File: src/design/lfsa_pkg.sv
package lfsa_pkg;

    // Default pool size and bitmap word width.
    localparam int LFSA_MAX_SLOTS = 1024;
    localparam int LFSA_WORD_W    = 32;

    // Field widths of the channels and the configuration port.
    localparam int ACTION_W = 2;
    localparam int INDEX_W  = 10;
    localparam int STATUS_W = 2;
    localparam int COUNT_W  = 11;
    localparam int PADDR_W  = 3;
    localparam int PDATA_W  = 32;

    // Action codes.
    localparam logic [ACTION_W-1:0] ACT_ALLOC = 2'd0;
    localparam logic [ACTION_W-1:0] ACT_FREE  = 2'd1;
    localparam logic [ACTION_W-1:0] ACT_CHECK = 2'd2;
    localparam logic [ACTION_W-1:0] ACT_NOP   = 2'd3;

    // Status codes.
    localparam logic [STATUS_W-1:0] ST_OK        = 2'd0;
    localparam logic [STATUS_W-1:0] ST_EMPTY     = 2'd1;
    localparam logic [STATUS_W-1:0] ST_RANGE     = 2'd2;
    localparam logic [STATUS_W-1:0] ST_NOT_TAKEN = 2'd3;

    // Register word index (paddr[2]) of the capacity register.
    localparam logic REG_CAPACITY = 1'b0;

    // Capacity after reset.
    localparam logic [COUNT_W-1:0] CAPACITY_RESET = 11'd1024;

endpackage

File: src/design/lfsa_req_if.sv
interface lfsa_req_if import lfsa_pkg::*; ();
    logic                valid;
    logic                ready;
    logic [ACTION_W-1:0] action;
    logic [INDEX_W-1:0]  slot_index;

    modport source (output valid, output action, output slot_index, input ready);
    modport sink (input valid, input action, input slot_index, output ready);
endinterface

File: src/design/lfsa_rsp_if.sv
interface lfsa_rsp_if import lfsa_pkg::*; ();
    logic                valid;
    logic                ready;
    logic [STATUS_W-1:0] status;
    logic [INDEX_W-1:0]  given_index;
    logic                is_taken;
    logic [COUNT_W-1:0]  high_mark;
    logic [COUNT_W-1:0]  live_count;

    modport source (output valid, output status, output given_index, output is_taken,
                    output high_mark, output live_count, input ready);
    modport sink (input valid, input status, input given_index, input is_taken,
                  input high_mark, input live_count, output ready);
endinterface

File: src/design/lowest_free_slot_allocator_unit.sv
// Channel  Dir  Beat contents
// -------  ---  ---------------------------------------------------------
// req      in   action, slot_index
// rsp      out  status, given_index, is_taken, high_mark, live_count
// apb      in   capacity_in_use register at byte address 0
//
// An accepted item reads its bitmap word and then updates it (a check only
// tests its bit) before the result is loaded. An allocate with no row free, a
// free or check out of range and the no-op code skip the word; a free of the
// top slot then rescans the row summary and one bitmap word for the new top.
// The bitmap is a RAM of 32-bit words with one registered read port; all
// searches go through one shared priority encoder over the summary bits or
// over one word. Reset clears the map at once through per-row valid bits.
// req is ready only while the sequencer is idle; a result still waiting in
// the output register holds the next item in its last step, and req stays
// low until the waiting beat is taken.
module lowest_free_slot_allocator_unit import lfsa_pkg::*; #(
    parameter int MAX_SLOTS = LFSA_MAX_SLOTS
) (
    input  logic               clk,
    input  logic               rst_n,
    input  logic               psel,
    input  logic               penable,
    input  logic               pwrite,
    input  logic [PADDR_W-1:0] paddr,
    input  logic [PDATA_W-1:0] pwdata,
    output logic [PDATA_W-1:0] prdata,
    output logic               pready,
    lfsa_req_if.sink           req,
    lfsa_rsp_if.source         rsp
);

    localparam int WORD_W  = LFSA_WORD_W;
    localparam int BIT_W   = $clog2(WORD_W);
    localparam int ROWS    = (MAX_SLOTS + WORD_W - 1) / WORD_W;
    localparam int ROW_AW  = (ROWS > 1) ? $clog2(ROWS) : 1;
    localparam int SCAN_W  = (ROWS > WORD_W) ? ROWS : WORD_W;
    localparam int SCAN_AW = $clog2(SCAN_W);
    localparam int SLOT_W  = ROW_AW + BIT_W;
    localparam int CNT_W   = $clog2(MAX_SLOTS + 1);
    localparam int CMP_W   = (SLOT_W + 1 > COUNT_W) ? SLOT_W + 1 : COUNT_W;

    localparam logic [2:0] S_IDLE   = 3'd0;
    localparam logic [2:0] S_READ   = 3'd1;
    localparam logic [2:0] S_TOPROW = 3'd2;
    localparam logic [2:0] S_TOPBIT = 3'd3;
    localparam logic [2:0] S_DONE   = 3'd4;

    logic [2:0]          state_reg, state_next;
    logic [ACTION_W-1:0] act_reg, act_next;
    logic [ROW_AW-1:0]   row_reg, row_next;
    logic [BIT_W-1:0]    bit_reg, bit_next;
    logic                rvld_reg, rvld_next;
    logic [STATUS_W-1:0] status_reg, status_next;
    logic [SLOT_W-1:0]   given_reg, given_next;
    logic                taken_reg, taken_next;

    logic [ROWS-1:0]     rowv_reg, rowv_next;
    logic [ROWS-1:0]     full_reg, full_next;
    logic [ROWS-1:0]     nz_reg, nz_next;
    logic [CNT_W-1:0]    live_reg, live_next;
    logic [CNT_W-1:0]    top_reg, top_next;
    logic [COUNT_W-1:0]  cap_reg;

    logic                rsp_vld_reg, rsp_vld_next;
    logic [STATUS_W-1:0] rsp_status_reg;
    logic [INDEX_W-1:0]  rsp_given_reg;
    logic                rsp_taken_reg;
    logic [COUNT_W-1:0]  rsp_high_reg;
    logic [COUNT_W-1:0]  rsp_live_reg;
    logic                rsp_load;

    logic                ram_we;
    logic [ROW_AW-1:0]   ram_raddr;
    logic [WORD_W-1:0]   ram_wdata;
    logic [WORD_W-1:0]   ram_rdata;
    logic [WORD_W-1:0]   word;
    logic [WORD_W-1:0]   bit_mask;
    logic [WORD_W-1:0]   new_word;

    logic [SCAN_W-1:0]   scan_vec;
    logic                scan_from_top;
    logic                scan_found;
    logic [SCAN_AW-1:0]  scan_pos;
    logic [ROW_AW-1:0]   scan_row;
    logic [BIT_W-1:0]    scan_bit;

    logic [CMP_W-1:0]    cap_eff;
    logic [CMP_W-1:0]    idx_cmp;
    logic [SLOT_W-1:0]   slot_in;
    logic                in_range;
    logic [SLOT_W-1:0]   slot_hit;
    logic [CMP_W-1:0]    slot_hit_end;
    logic [CMP_W-1:0]    slot_cur_end;
    logic                accept;

    // Configuration register.
    assign pready = 1'b1;
    assign prdata = (paddr[2] == REG_CAPACITY) ? PDATA_W'(cap_reg) : '0;

    always_ff @(posedge clk or negedge rst_n)
    begin
        if (!rst_n)
        begin
            cap_reg <= CAPACITY_RESET;
        end
        else if (psel && penable && pwrite && pready && (paddr[2] == REG_CAPACITY))
        begin
            cap_reg <= pwdata[COUNT_W-1:0];
        end
    end

    // Effective capacity and the incoming index.
    assign cap_eff  = (CMP_W'(cap_reg) > CMP_W'(MAX_SLOTS)) ? CMP_W'(MAX_SLOTS)
                                                            : CMP_W'(cap_reg);
    assign idx_cmp  = CMP_W'(req.slot_index);
    assign slot_in  = SLOT_W'(idx_cmp);
    assign in_range = idx_cmp < cap_eff;

    assign req.ready = (state_reg == S_IDLE);
    assign accept    = req.valid && req.ready;

    // Bitmap word store.
    lfsa_ram #(
        .WIDTH (WORD_W),
        .DEPTH (ROWS)
    ) u_ram (
        .clk   (clk),
        .we    (ram_we),
        .waddr (row_reg),
        .wdata (ram_wdata),
        .raddr (ram_raddr),
        .rdata (ram_rdata)
    );

    // A row never written reads as all free.
    assign word     = rvld_reg ? ram_rdata : '0;
    assign bit_mask = WORD_W'(1) << bit_reg;

    // Shared search unit, fed according to the sequencer step.
    always_comb
    begin
        scan_vec      = '0;
        scan_from_top = 1'b0;
        case (state_reg)
            S_IDLE:
            begin
                scan_vec[ROWS-1:0] = ~full_reg;
            end
            S_READ:
            begin
                scan_vec[WORD_W-1:0] = ~word;
            end
            S_TOPROW:
            begin
                scan_vec[ROWS-1:0] = nz_reg;
                scan_from_top      = 1'b1;
            end
            S_TOPBIT:
            begin
                scan_vec[WORD_W-1:0] = word;
                scan_from_top        = 1'b1;
            end
            default:
            begin
            end
        endcase
    end

    lfsa_scan #(
        .SCAN_W (SCAN_W)
    ) u_scan (
        .vec      (scan_vec),
        .from_top (scan_from_top),
        .found    (scan_found),
        .pos      (scan_pos)
    );

    assign scan_row     = ROW_AW'(scan_pos);
    assign scan_bit     = BIT_W'(scan_pos);
    assign slot_hit     = {row_reg, scan_bit};
    assign slot_hit_end = CMP_W'(slot_hit) + CMP_W'(1);
    assign slot_cur_end = CMP_W'({row_reg, bit_reg}) + CMP_W'(1);

    // Sequencer.
    always_comb
    begin
        state_next  = state_reg;
        act_next    = act_reg;
        row_next    = row_reg;
        bit_next    = bit_reg;
        rvld_next   = rvld_reg;
        status_next = status_reg;
        given_next  = given_reg;
        taken_next  = taken_reg;
        rowv_next   = rowv_reg;
        full_next   = full_reg;
        nz_next     = nz_reg;
        live_next   = live_reg;
        top_next    = top_reg;
        ram_we      = 1'b0;
        ram_raddr   = row_reg;
        new_word    = word;
        rsp_load    = 1'b0;

        case (state_reg)
            S_IDLE:
            begin
                if (accept)
                begin
                    act_next    = req.action;
                    row_next    = slot_in[SLOT_W-1:BIT_W];
                    bit_next    = slot_in[BIT_W-1:0];
                    status_next = ST_OK;
                    given_next  = '0;
                    taken_next  = 1'b0;
                    case (req.action)
                        ACT_ALLOC:
                        begin
                            if (scan_found)
                            begin
                                row_next   = scan_row;
                                ram_raddr  = scan_row;
                                rvld_next  = rowv_reg[scan_row];
                                state_next = S_READ;
                            end
                            else
                            begin
                                status_next = ST_EMPTY;
                                state_next  = S_DONE;
                            end
                        end
                        ACT_FREE, ACT_CHECK:
                        begin
                            if (in_range)
                            begin
                                ram_raddr  = slot_in[SLOT_W-1:BIT_W];
                                rvld_next  = rowv_reg[slot_in[SLOT_W-1:BIT_W]];
                                state_next = S_READ;
                            end
                            else
                            begin
                                status_next = ST_RANGE;
                                state_next  = S_DONE;
                            end
                        end
                        default:
                        begin
                            state_next = S_DONE;
                        end
                    endcase
                end
            end

            S_READ:
            begin
                state_next = S_DONE;
                case (act_reg)
                    ACT_ALLOC:
                    begin
                        if (!scan_found || (CMP_W'(slot_hit) >= cap_eff))
                        begin
                            status_next = ST_EMPTY;
                        end
                        else
                        begin
                            new_word           = word | (WORD_W'(1) << scan_bit);
                            ram_we             = 1'b1;
                            rowv_next[row_reg] = 1'b1;
                            full_next[row_reg] = &new_word;
                            nz_next[row_reg]   = 1'b1;
                            live_next          = live_reg + CNT_W'(1);
                            given_next         = slot_hit;
                            if (slot_hit_end > CMP_W'(top_reg))
                            begin
                                top_next = CNT_W'(slot_hit_end);
                            end
                        end
                    end
                    ACT_FREE:
                    begin
                        if (!word[bit_reg])
                        begin
                            status_next = ST_NOT_TAKEN;
                        end
                        else
                        begin
                            new_word           = word & ~bit_mask;
                            ram_we             = 1'b1;
                            rowv_next[row_reg] = 1'b1;
                            full_next[row_reg] = 1'b0;
                            nz_next[row_reg]   = |new_word;
                            if (live_reg != '0)
                            begin
                                live_next = live_reg - CNT_W'(1);
                            end
                            // Freeing the top slot needs a search for the new top.
                            if (slot_cur_end == CMP_W'(top_reg))
                            begin
                                state_next = S_TOPROW;
                            end
                        end
                    end
                    ACT_CHECK:
                    begin
                        taken_next = word[bit_reg];
                    end
                    default:
                    begin
                    end
                endcase
            end

            S_TOPROW:
            begin
                if (scan_found)
                begin
                    row_next   = scan_row;
                    ram_raddr  = scan_row;
                    rvld_next  = 1'b1;
                    state_next = S_TOPBIT;
                end
                else
                begin
                    top_next   = '0;
                    state_next = S_DONE;
                end
            end

            S_TOPBIT:
            begin
                top_next   = CNT_W'(slot_hit_end);
                state_next = S_DONE;
            end

            S_DONE:
            begin
                if (!rsp_vld_reg || rsp.ready)
                begin
                    rsp_load   = 1'b1;
                    state_next = S_IDLE;
                end
            end

            default:
            begin
                state_next = S_IDLE;
            end
        endcase
    end

    assign ram_wdata    = new_word;
    assign rsp_vld_next = (rsp_vld_reg && !rsp.ready) || rsp_load;

    // Control state.
    always_ff @(posedge clk or negedge rst_n)
    begin
        if (!rst_n)
        begin
            state_reg   <= S_IDLE;
            rowv_reg    <= '0;
            full_reg    <= '0;
            nz_reg      <= '0;
            live_reg    <= '0;
            top_reg     <= '0;
            rsp_vld_reg <= 1'b0;
        end
        else
        begin
            state_reg   <= state_next;
            rowv_reg    <= rowv_next;
            full_reg    <= full_next;
            nz_reg      <= nz_next;
            live_reg    <= live_next;
            top_reg     <= top_next;
            rsp_vld_reg <= rsp_vld_next;
        end
    end

    // Working registers of the item in progress.
    always_ff @(posedge clk)
    begin
        act_reg    <= act_next;
        row_reg    <= row_next;
        bit_reg    <= bit_next;
        rvld_reg   <= rvld_next;
        status_reg <= status_next;
        given_reg  <= given_next;
        taken_reg  <= taken_next;
    end

    // Output register.
    always_ff @(posedge clk)
    begin
        if (rsp_load)
        begin
            rsp_status_reg <= status_reg;
            rsp_given_reg  <= INDEX_W'(CMP_W'(given_reg));
            rsp_taken_reg  <= taken_reg;
            rsp_high_reg   <= COUNT_W'(CMP_W'(top_reg));
            rsp_live_reg   <= COUNT_W'(CMP_W'(live_reg));
        end
    end

    assign rsp.valid       = rsp_vld_reg;
    assign rsp.status      = rsp_status_reg;
    assign rsp.given_index = rsp_given_reg;
    assign rsp.is_taken    = rsp_taken_reg;
    assign rsp.high_mark   = rsp_high_reg;
    assign rsp.live_count  = rsp_live_reg;

endmodule

File: src/design/lfsa_ram.sv
module lfsa_ram import lfsa_pkg::*; #(
    parameter int WIDTH = LFSA_WORD_W,
    parameter int DEPTH = LFSA_MAX_SLOTS / LFSA_WORD_W,
    localparam int AW   = (DEPTH > 1) ? $clog2(DEPTH) : 1
) (
    input  logic             clk,
    input  logic             we,
    input  logic [AW-1:0]    waddr,
    input  logic [WIDTH-1:0] wdata,
    input  logic [AW-1:0]    raddr,
    output logic [WIDTH-1:0] rdata
);

    logic [WIDTH-1:0] mem [DEPTH];

    // One write port, one registered read port.
    always_ff @(posedge clk)
    begin
        if (we)
        begin
            mem[waddr] <= wdata;
        end
        rdata <= mem[raddr];
    end

endmodule

File: src/design/lfsa_scan.sv
module lfsa_scan import lfsa_pkg::*; #(
    parameter int SCAN_W = LFSA_WORD_W,
    localparam int POS_W = $clog2(SCAN_W)
) (
    input  logic [SCAN_W-1:0] vec,
    input  logic              from_top,
    output logic              found,
    output logic [POS_W-1:0]  pos
);

    // Priority encoder: position of the lowest or the highest set bit.
    always_comb
    begin
        found = |vec;
        pos   = '0;
        if (from_top)
        begin
            for (int i = 0; i < SCAN_W; i++)
            begin
                if (vec[i])
                begin
                    pos = POS_W'(i);
                end
            end
        end
        else
        begin
            for (int i = SCAN_W - 1; i >= 0; i--)
            begin
                if (vec[i])
                begin
                    pos = POS_W'(i);
                end
            end
        end
    end

endmodule

File: src/flat_wrapper.sv
// flat-port wrapper written by rule: the top's interface ports become plain ports
module lowest_free_slot_allocator_unit_flat import lfsa_pkg::*;
#(
    parameter int MAX_SLOTS = LFSA_MAX_SLOTS
)
  (clk, rst_n, psel, penable, pwrite, paddr, pwdata, prdata, pready, req_valid, req_action, req_slot_index, req_ready, rsp_valid, rsp_status, rsp_given_index, rsp_is_taken, rsp_high_mark, rsp_live_count, rsp_ready);
  lfsa_req_if req_i ();
  lfsa_rsp_if rsp_i ();
  input  logic clk;
  input  logic rst_n;
  input  logic psel;
  input  logic penable;
  input  logic pwrite;
  input  logic [PADDR_W-1:0] paddr;
  input  logic [PDATA_W-1:0] pwdata;
  output logic [PDATA_W-1:0] prdata;
  output logic pready;
  input wire logic [$bits(req_i.valid)-1:0] req_valid;
  input wire logic [$bits(req_i.action)-1:0] req_action;
  input wire logic [$bits(req_i.slot_index)-1:0] req_slot_index;
  output wire logic [$bits(req_i.ready)-1:0] req_ready;
  output wire logic [$bits(rsp_i.valid)-1:0] rsp_valid;
  output wire logic [$bits(rsp_i.status)-1:0] rsp_status;
  output wire logic [$bits(rsp_i.given_index)-1:0] rsp_given_index;
  output wire logic [$bits(rsp_i.is_taken)-1:0] rsp_is_taken;
  output wire logic [$bits(rsp_i.high_mark)-1:0] rsp_high_mark;
  output wire logic [$bits(rsp_i.live_count)-1:0] rsp_live_count;
  input wire logic [$bits(rsp_i.ready)-1:0] rsp_ready;
  assign req_i.valid = req_valid;
  assign req_i.action = req_action;
  assign req_i.slot_index = req_slot_index;
  assign req_ready = req_i.ready;
  assign rsp_valid = rsp_i.valid;
  assign rsp_status = rsp_i.status;
  assign rsp_given_index = rsp_i.given_index;
  assign rsp_is_taken = rsp_i.is_taken;
  assign rsp_high_mark = rsp_i.high_mark;
  assign rsp_live_count = rsp_i.live_count;
  assign rsp_i.ready = rsp_ready;
  lowest_free_slot_allocator_unit #(.MAX_SLOTS(MAX_SLOTS)) u_core (.clk(clk), .rst_n(rst_n), .psel(psel), .penable(penable), .pwrite(pwrite), .paddr(paddr), .pwdata(pwdata), .prdata(prdata), .pready(pready), .req(req_i), .rsp(rsp_i));
endmodule
File: config.mk
export PLATFORM = sky130hd
export DESIGN_NAME = lowest_free_slot_allocator_unit_flat
export DESIGN_NICKNAME = d
export VERILOG_FILES = /design/src/design/lfsa_pkg.sv /design/src/design/lfsa_req_if.sv /design/src/design/lfsa_rsp_if.sv /design/src/design/lowest_free_slot_allocator_unit.sv /design/src/design/lfsa_ram.sv /design/src/design/lfsa_scan.sv /design/src/flat_wrapper.sv
export SDC_FILE = /design/constraint.sdc
export NUM_CORES = 2
export LEC_CHECK = 0
export BUFFER_PORTS_ARGS = -buffer_cell sky130_fd_sc_hd__buf_2
export CORE_MARGIN = 3
export CORE_UTILIZATION = 35
export CTS_CLUSTER_DIAMETER = 60
export DETAILED_ROUTE_END_ITERATION = 16
export PLACE_DENSITY = 0.49
export SETUP_SLACK_MARGIN = 0.2
export SLEW_MARGIN = 30
export SYNTH_ARGS = -nofsm -noshare
export SYNTH_HDL_FRONTEND = slang
export SYNTH_HIERARCHICAL = 1
export SYNTH_SLANG_ARGS = --single-unit
File: constraint.sdc
create_clock -name clk -period 7.8 [get_ports clk]
set_input_delay 0.39 -clock clk [delete_from_list [all_inputs] [get_ports clk]]
set_output_delay 0.39 -clock clk [all_outputs]
set_load 0.05 [all_outputs]
==> results.sh <==
export IMPL_outcome="finished, final reports clean"
export IMPL_largest_reg_flops=1024
export IMPL_die_w_um=403
export IMPL_setup_worst_path_end_class="register"
export IMPL_synth_adder_area_share=0.0124
export IMPL_row_count=145
export IMPL_crit_start="u_core/rvld_reg$_SDFFCE_PP1P_"
export IMPL_cp_endpoint="u_core/u_ram/rdata[17]$_DFF_P_"
export IMPL_synth_area_leader_cell="edfxtp_1"
export IMPL_rsz0062_at_grt="no"
export IMPL_cts_reportedPaths_clkPinSlew_ns=0.06
export IMPL_drc=0
export IMPL_leakage_uw=0.0235
export IMPL_design_area_um2=64000
export IMPL_syn_inst=3908
export IMPL_postCtsSetupRepairBufs=0
export IMPL_cts_tree="done"
export IMPL_slew_headroom=0.302
export IMPL_reg2reg_to="u_core/u_ram/rdata[17]$_DFF_P_"
export IMPL_rr_worst_depth=21
export IMPL_ys_types=104
export IMPL_ys_seq_area_frac=0.663
export IMPL_powerDensity_nw_per_um2=343
export IMPL_root_buffer="clkbuf_16"
export IMPL_dieArea_um2=162000
export IMPL_fmax_ghz=0.150
export IMPL_fin_tns_setup_ns=0
export IMPL_cp_max_fo=32
export IMPL_crit_arrival_ns=7.26
export IMPL_top_register="u_core/u_ram/mem"
export IMPL_final_antenna_net_count=0
export IMPL_synth_warning_count=6
export IMPL_synth_xor_area_frac=0.00429
export IMPL_overflow=0
export IMPL_grt_usage=0.207
export IMPL_holdBufCountCts=21
export IMPL_critPathKind="register to register"
export IMPL_grt_pass1_wl_um=246000
export IMPL_h_tree_depth=4
export IMPL_dr_pass1_iters=8
export IMPL_synth_mux_area_frac=0.113
export IMPL_drt_iter0_drc=3367
export IMPL_netlist_area_um2=55100
export IMPL_initial_core_util=0.353
export IMPL_hold_viol=0
export IMPL_fin_skew_ns=0.0351
export IMPL_async_reset_ff_frac=0.106
export IMPL_synth_common_cells="edfxtp_1 (1085), mux2i_1 (529), nand2_1 (266), a21oi_1 (187), nand3_1 (177)"
export IMPL_area_growth_syn_to_layout_pct=16.2
export IMPL_synth_simple_area_share=0.0765
export IMPL_first_global_vias=34213
export IMPL_port_buffers=78
export IMPL_coreArea_um2=156000
export IMPL_place_area_um2=59200
export IMPL_drv_cap=0
export IMPL_yosys_top_cells_area="edfxtp_1 (59%), mux2i_1 (9.6%), dfrtp_1 (6.0%), nand2_1 (1.8%), a21oi_1 (1.7%)"
export IMPL_clk_latency_ns=0.80
export IMPL_synth_top_family_by_area="multiplexers"
export IMPL_cts_resized_gates=0
export IMPL_required_ns=8.38
export IMPL_dieHeight_um=403
export IMPL_yosys_area_top_type_share=0.591
export IMPL_finalSetupViolations=0
export IMPL_cts_sinks=1250
export IMPL_avgRoutedWirePerCell_um=26.9
export IMPL_synth_compound_area_frac=0.0993
export IMPL_final_period_utilization=0.857
export IMPL_r2r_start="u_core/rvld_reg$_SDFFCE_PP1P_"
export IMPL_final_nets=4232
export IMPL_postSynthAreaPerCell_um2=14.1
export IMPL_cts_inserted_buffers=144
export IMPL_vias=34626
export IMPL_ys_flop_type="edfxtp_1"
export IMPL_vdd_ir_drop_max_mv=0.274
export IMPL_synth_edff_count=1085
export IMPL_grt_max_degree=76
export IMPL_antenna_found_initial=3
export IMPL_finalWirelength_um=169000
export IMPL_gp_congestion=0.932
export IMPL_reg2reg_slack_ns=1.12
export IMPL_hpwl_um=105000
export IMPL_avgViaCountPerCell=5.50
export IMPL_clock_path_buffers=3
export IMPL_holdCritPathClass="primary input to register"
export IMPL_worst_pin_slew_ns=1.04
export IMPL_post_synth_top_count_cell="edfxtp_1"
export IMPL_io_pins=124
export IMPL_fin_crit_ns=6.68
export IMPL_maxSlewViolCount=0
export IMPL_crit_path_start_kind="register"
export IMPL_ys_seq_elements=1250
export IMPL_drive_above_1_share=0.164
-- stage by stage --
stage | utilization | worst slack (ns) | hold slack (ns) | cells | total power (µW)
floorplan | - | 0.0991 | 0.0944 | 3928 | 12900
global placement | 0.378 | 1.21 | 0.404 | 6012 | 15500
detailed placement | 0.378 | 1.30 | 0.407 | 6015 | 15500
CTS | 0.409 | 1.25 | 0.0883 | 6295 | 22100
global route | 0.410 | 0.798 | 0.145 | 6295 | 22900
finish | 0.410 | 1.12 | 0.140 | 6296 | 22000
-- per-layer routing --
layer  share of wire  vias up  track usage
li1                -    15549            -
met1            0.44    17734        0.286
met2            0.47     1084        0.333
met3           0.058      259       0.0336
met4           0.030        0       0.0665
met5               0        -            0
-- cells by family after synthesis --
family	count (synthesis)
DFF	1250
and+or+nand+nor	868
AOI/OAI and AO/OA	794
muxes	584
buffers and inverters	329
adders and majority gates	54
xor gates and xnor gates	27
other	2
-- final cells by class --
| class | count | area, µm² |
|---|---|---|
| Fill cell | 14455 | 92300 |
| Sequential cell | 1250 | 36600 |
| Multi-Input combinational cell | 2349 | 17400 |
| Clock buffer | 185 | 3970 |
| Timing Repair Buffer | 320 | 2680 |
| Tap cell | 2058 | 2570 |
| Clock inverter | 74 | 651 |
| Inverter | 59 | 226 |
| Antenna cell | 1 | 2.50 |
-- worst max-delay path: stages (launching register included) --
cell and delay (ns):
edfxtp_1 0.96, and2_1 0.38, nand2_1 0.11, a21oi_1 0.17, a311oi_1 0.07, buf_4 0.22
or4_4 0.56, nor2b_2 0.18, and3_1 0.19, nand2_1 0.36, buf_4 0.35, a31o_2 0.22
a21oi_1 0.18, nand2_1 0.11, o21ai_4 0.68, buf_12 0.34, buf_12 0.26, mux2i_1 0.21
a22o_1 0.16, nor3_1 0.06, a31oi_1 0.37, nand3_1 0.26
-- cell usage in the layout, fill, tap and decap left out, types with 19 or more instances in the layout --
| cell | count |
|---|---|
| a21oi_1 | 180 |
| a22o_1 | 69 |
| a22oi_1 | 101 |
| a311oi_1 | 31 |
| a31oi_1 | 50 |
| and2_1 | 19 |
| buf_12 | 29 |
| buf_2 | 77 |
| buf_4 | 188 |
| clkbuf_1 | 25 |
| clkbuf_16 | 149 |
| clkinv_1 | 25 |
| clkinv_2 | 20 |
| conb_1 | 22 |
| dfrtp_1 | 131 |
| dfxtp_1 | 32 |
| dlygate4sd3_1 | 21 |
| edfxtp_1 | 1085 |
| ha_1 | 53 |
| inv_1 | 56 |
| mux2_2 | 22 |
| mux2i_1 | 529 |
| mux4_2 | 23 |
| nand2_1 | 265 |
| nand2b_1 | 21 |
| nand3_1 | 177 |
| nor2_1 | 114 |
| nor2_4 | 33 |
| nor2b_1 | 36 |
| nor3_1 | 62 |
| o21ai_0 | 122 |
| o31ai_1 | 22 |
| xnor2_1 | 20 |
-- worst min-delay path by stage --
stage / from / endpoint / slack, ns / cells after the start
final: req_slot_index[9] / u_core/row_reg[4]$_DFFE_PP_ / 0.14 / 3
after global routing: req_slot_index[9] / u_core/row_reg[4]$_DFFE_PP_ / 0.15 / 3
after CTS: req_slot_index[9] / u_core/row_reg[4]$_DFFE_PP_ / 0.09 / 3
after detailed placement: rst_n / u_core/live_reg[7]$_DFFE_PN0P_ / 0.41 / 1
after global placement: u_core/given_reg[8]$_SDFFCE_PN0P_ / u_core/rsp.given_index[8]$_DFFE_PP_ / 0.40 / 0
after floorplan: rst_n / u_core/cap_reg[0]$_DFFE_PN0P_ / 0.09 / 0
-- report_power, final --
part           internal [µW]  switching, µW
combinational           2440           4460
sequential              8050            479
clock                   3850           2720
total                  14300           7660
Note: power is estimated with default switching activity, not from simulation.
